==> config.mk <==
export PLATFORM = sky130hd
export DESIGN_NAME = hba_ram
export DESIGN_NICKNAME = d
export VERILOG_FILES = /design/src/rtl/hba_pkg.sv /design/src/rtl/hba_ram.sv
export SDC_FILE = /design/constraint.sdc
export NUM_CORES = 1
export LEC_CHECK = 0
export ABC_CLOCK_PERIOD_IN_PS = 3350
export BUFFER_PORTS_ARGS = -buffer_cell sky130_fd_sc_hd__buf_2
export CAP_MARGIN = 15
export CORE_ASPECT_RATIO = 0.8
export CORE_MARGIN = 2
export CORE_UTILIZATION = 25
export CTS_CLUSTER_DIAMETER = 30
export CTS_CLUSTER_SIZE = 16
export DETAILED_ROUTE_END_ITERATION = 16
export PLACE_DENSITY = 0.49
export SLEW_MARGIN = 20
export SYNTH_ARGS = -nofsm -noshare
export SYNTH_HDL_FRONTEND = slang
export SYNTH_SLANG_ARGS = --single-unit
==> constraint.sdc <==
create_clock -name i_clk -period 3.35 [get_ports i_clk]
set_input_delay 0.67 -clock i_clk [delete_from_list [all_inputs] [get_ports i_clk]]
set_output_delay 0.67 -clock i_clk [all_outputs]
set_load 0.005 [all_outputs]
==> src/rtl/hba_pkg.sv <==
// Shared types and constants of the handle bitmap allocator.
package hba_pkg;

    // Default sizes; WORD_BITS must be a power of two.
    localparam int HBA_MAX_HANDLES  = 1024;
    localparam int HBA_WORD_BITS    = 32;
    localparam int HBA_RESERVED_LOW = 3;

    localparam int HANDLE_IN_BITS  = 16;
    localparam int HANDLE_OUT_BITS = 10;
    localparam int STATUS_BITS     = 3;

    // Operation codes.
    localparam logic [1:0] OP_CLAIM = 2'd0;
    localparam logic [1:0] OP_ANY   = 2'd1;
    localparam logic [1:0] OP_FREE  = 2'd2;

    // Status codes.
    localparam logic [STATUS_BITS-1:0] ST_OK      = 3'd0;
    localparam logic [STATUS_BITS-1:0] ST_TAKEN   = 3'd1;
    localparam logic [STATUS_BITS-1:0] ST_RANGE   = 3'd2;
    localparam logic [STATUS_BITS-1:0] ST_FULL    = 3'd3;
    localparam logic [STATUS_BITS-1:0] ST_IGNORED = 3'd4;

    typedef struct packed {
        logic [1:0]                op;
        logic [HANDLE_IN_BITS-1:0] handle_in;
    } t_req;

    typedef struct packed {
        logic [STATUS_BITS-1:0]     status;
        logic [HANDLE_OUT_BITS-1:0] handle_out;
    } t_rsp;

endpackage

==> src/rtl/hba_ram.sv <==
// Generic single-port-write, single-port-read RAM with registered read data.
module hba_ram
    import hba_pkg::*;
#(
    parameter int WIDTH = HBA_WORD_BITS,
    parameter int DEPTH = HBA_MAX_HANDLES / HBA_WORD_BITS
) (
    input  logic                                   i_clk,
    input  logic                                   i_we,
    input  logic [(DEPTH > 1 ? $clog2(DEPTH) : 1)-1:0] i_waddr,
    input  logic [WIDTH-1:0]                       i_wdata,
    input  logic [(DEPTH > 1 ? $clog2(DEPTH) : 1)-1:0] i_raddr,
    output logic [WIDTH-1:0]                       o_rdata
);

    logic [WIDTH-1:0] r_mem [DEPTH];

    always_ff @(posedge i_clk) begin
        if (i_we) begin
            r_mem[i_waddr] <= i_wdata;
        end
        o_rdata <= r_mem[i_raddr];
    end

endmodule
==> out/qor.yml <==
worst_hold_path:
  hold_path_class: "in2reg"
  min_path_cells: 1
logic_synthesis:
  yosysWarnings: 0
  synth_nets: 2304
  synth.distinct_cells: 25
  synth.yosys.seq_area_share_pct: 77.5
  synth-seq-cells: 1056
  synth_xor_area_share_pct: 0
  syn_avg_cell_area_um2: 17.9
  synth_area_um2: 40500
  muxShareOfSynthArea_pct: 12.7
  synth-simple-area-share_pct: 3.10
  synth-main-ff-cell: "edfxtp_1"
  syn_inst: 2260
  synth_compound_area_share_pct: 4.85
  ys_async_sr_fraction_pct: 0
  synth_top_family_by_area: "multiplexers"
  synthAdderAreaFrac_pct: 0
  synth-edff-count: 1024
power_and_ir_drop:
  comb_power_share_pct: 4.4
  sequentialPowerShare_pct: 45.6
  sw_frac_of_total_pct: 22.3
  p_int_mw: 25.2
  leakagePower_nw: 17.1
  peakVddDrop_v: 0.000359
  fin_total_pwr_mw: 32.5
  power_density_nw_per_um2: 655
  power.switching_mw: 7.25
  p_clk_share_pct: 50.0
die:
  fp.dieH_um: 364
  core-area_um2: 161000
  num_rows: 132
  top_level_ports: 76
  dieWidth_um: 454
  dieArea_um2: 165000
  initial_utilization_pct: 25.1
worst_setup_path:
  crit_path_start_kind: "flip-flop"
  cp.depth: 1
  crit_path_top_delay_cell: "dfxtp_1"
  required_ns: 2.68
  cpPeakStageDelay_ns: 0.55
  worstSetupPathType: "reg2out"
  endpoint_kind: "output pin"
  critPathArrivalTime_ns: 1.50
  crit_buf_inv: 1
  cp_cell_sequence: "buf_2"
  crit_fanout: 1
  r2r_cells: 5
  critical-path-top-delay-family: "flip-flops"
finish:
  finish.net_count: 2516
  drive_gt1_share_pct: 18.6
  final_cell_mix: "edfxtp_1 (1024), mux2i_1 (512), clkbuf_16 (159)"
  syn_to_final_growth_pct: 22.5
  layout_commonest_cell: "edfxtp_1"
routing:
  totalWireLength_um: 114000
  vias_per_cell: 4.51
  initialDrtViolationCount: 1891
  drc: 0
  wl_per_cell_um: 24.0
  vias: 21400
  ant_nets: 0
  drtPass1Iterations: 5
clock_tree:
  h-tree-depth: 4
  hold_buffers: 0
  post_cts_buffers: 0
  insertion_delay_ns: 0.75
  cts_made_buffers: 156
  cts.repair.resized: 0
  cts_tree: "built"
  cts_buffer_depth: 3
  clockRootBuffer: "clkbuf_16"
  cts_sinks: 1056
  clk_transition_reported_paths_ns: 0.05
global_route:
  gr-total-overflow: 0
  antenna_found_initial: 17
  grt_pass1_wl_um: 161000
  grt_usage_pct: 13.7
  grt_max_degree: 62
  grt_pass1_vias: 21400
outcome:
  status: "finished, final reports clean"
placed_design:
  dp_hpwl_um: 62800
  gp_routability_congestion: 0.721
  io_buffers: 75
sta:
  slew_headroom_pct: 52.0
  drv_slew: 0
  max_freq_mhz: 462
  finalHoldViolCount: 0
  period_minus_slack_ns: 2.17
  rsz0062_at_grt: "no"
  worst_pin_slew_ns: 0.718
  fin_crit_sh_pct: 64.7
  fin_tns_setup_ns: 0
  finalSetupViolations: 0
  skew_ns: 0.0230
job:
  drv_cap: 0
## sequential cells by signal, summed over array words and instances, names as in the netlist
signal	cells
o_rdata	32
r_mem	1024
## stage by stage
step / util (%) / hold WS, ns / setup WS, ns / cells / area, µm²
6_report: 30.7 / 0.420 / 1.18 / 4750 / 49600
5_1_grt: 30.7 / 0.418 / 1.12 / 4746 / 49600
4_1_cts: 30.7 / 0.359 / 1.07 / 4745 / 49600
3_5_place_dp: 27.5 / 0.584 / 0.628 / 4458 / 44300
3_3_place_gp: 27.5 / 0.567 / 0.632 / 4458 / 44300
2_1_floorplan: - / 0.553 / 0.246 / 2260 / 40500
## logic make-up (layout without fill, tap and decap cells)
group           after synthesis  after routing
flops                      1056           1056
mux                         512            512
compound gates              288            288
simple gates                277            277
buf+inv                     127            468
other cells                   0              5
## worst paths after layout
| kind | endpoint | from | slack (ns) |
|---|---|---|---|
| max reg2reg | o_rdata[9] | r_mem[5][9] | 1.85 |
| max | o_rdata[14] | o_rdata[14] | 1.18 |
| min reg2reg | o_rdata[0] | r_mem[16][0] | 0.60 |
| min | r_mem[7][24] | i_wdata[24] | 0.42 |
## power by group through the flow
stage,sequential [mW],clock (mW),combinational (mW)
5_1_grt,14.8,17.2,1.55
3_3_place_gp,15.1,0,1.45
6_report,14.8,16.2,1.44
3_5_place_dp,15.1,0,1.46
4_1_cts,14.8,16.6,1.46
2_1_floorplan,15.0,0,0.759
## cell type report
class	instances	area (µm²)
fill	15700	112000
sequential	1056	31400
multi-input combinational	1077	8610
clock buffer	173	4070
tap	2144	2680
timing repair buffer	181	1660
clock inverter	114	1190
antenna	5	12.5
## synth_stat cells (2+ instances only)
cell type | number | area share (%)
buf_6 | 15 | 0.42
edfxtp_1 | 1024 | 76
or3b_2 | 3 | 0.065
mux2i_1 | 512 | 13
a31oi_1 | 32 | 0.49
nor3_1 | 32 | 0.40
nand2_1 | 98 | 0.91
buf_4 | 33 | 0.61
clkbuf_4 | 2 | 0.037
a22o_1 | 64 | 1.4
dfxtp_1 | 32 | 1.6
buf_1 | 5 | 0.046
a21oi_1 | 96 | 1.2
a22oi_1 | 96 | 1.8
nand2b_1 | 2 | 0.031
clkbuf_1 | 46 | 0.43
nor2_1 | 34 | 0.32
nand3b_1 | 5 | 0.093
buf_2 | 26 | 0.32
nand3_1 | 98 | 1.2
## layer usage
layer,global-route usage (%),up-vias,part of all wire (%)
li1,-,9499,-
met4,4.21,6,2.0
met5,0,-,0.028
met1,19.8,11200,48
met2,20.7,583,45
met3,2.37,153,4.9
(Power assumes the default switching activity.)
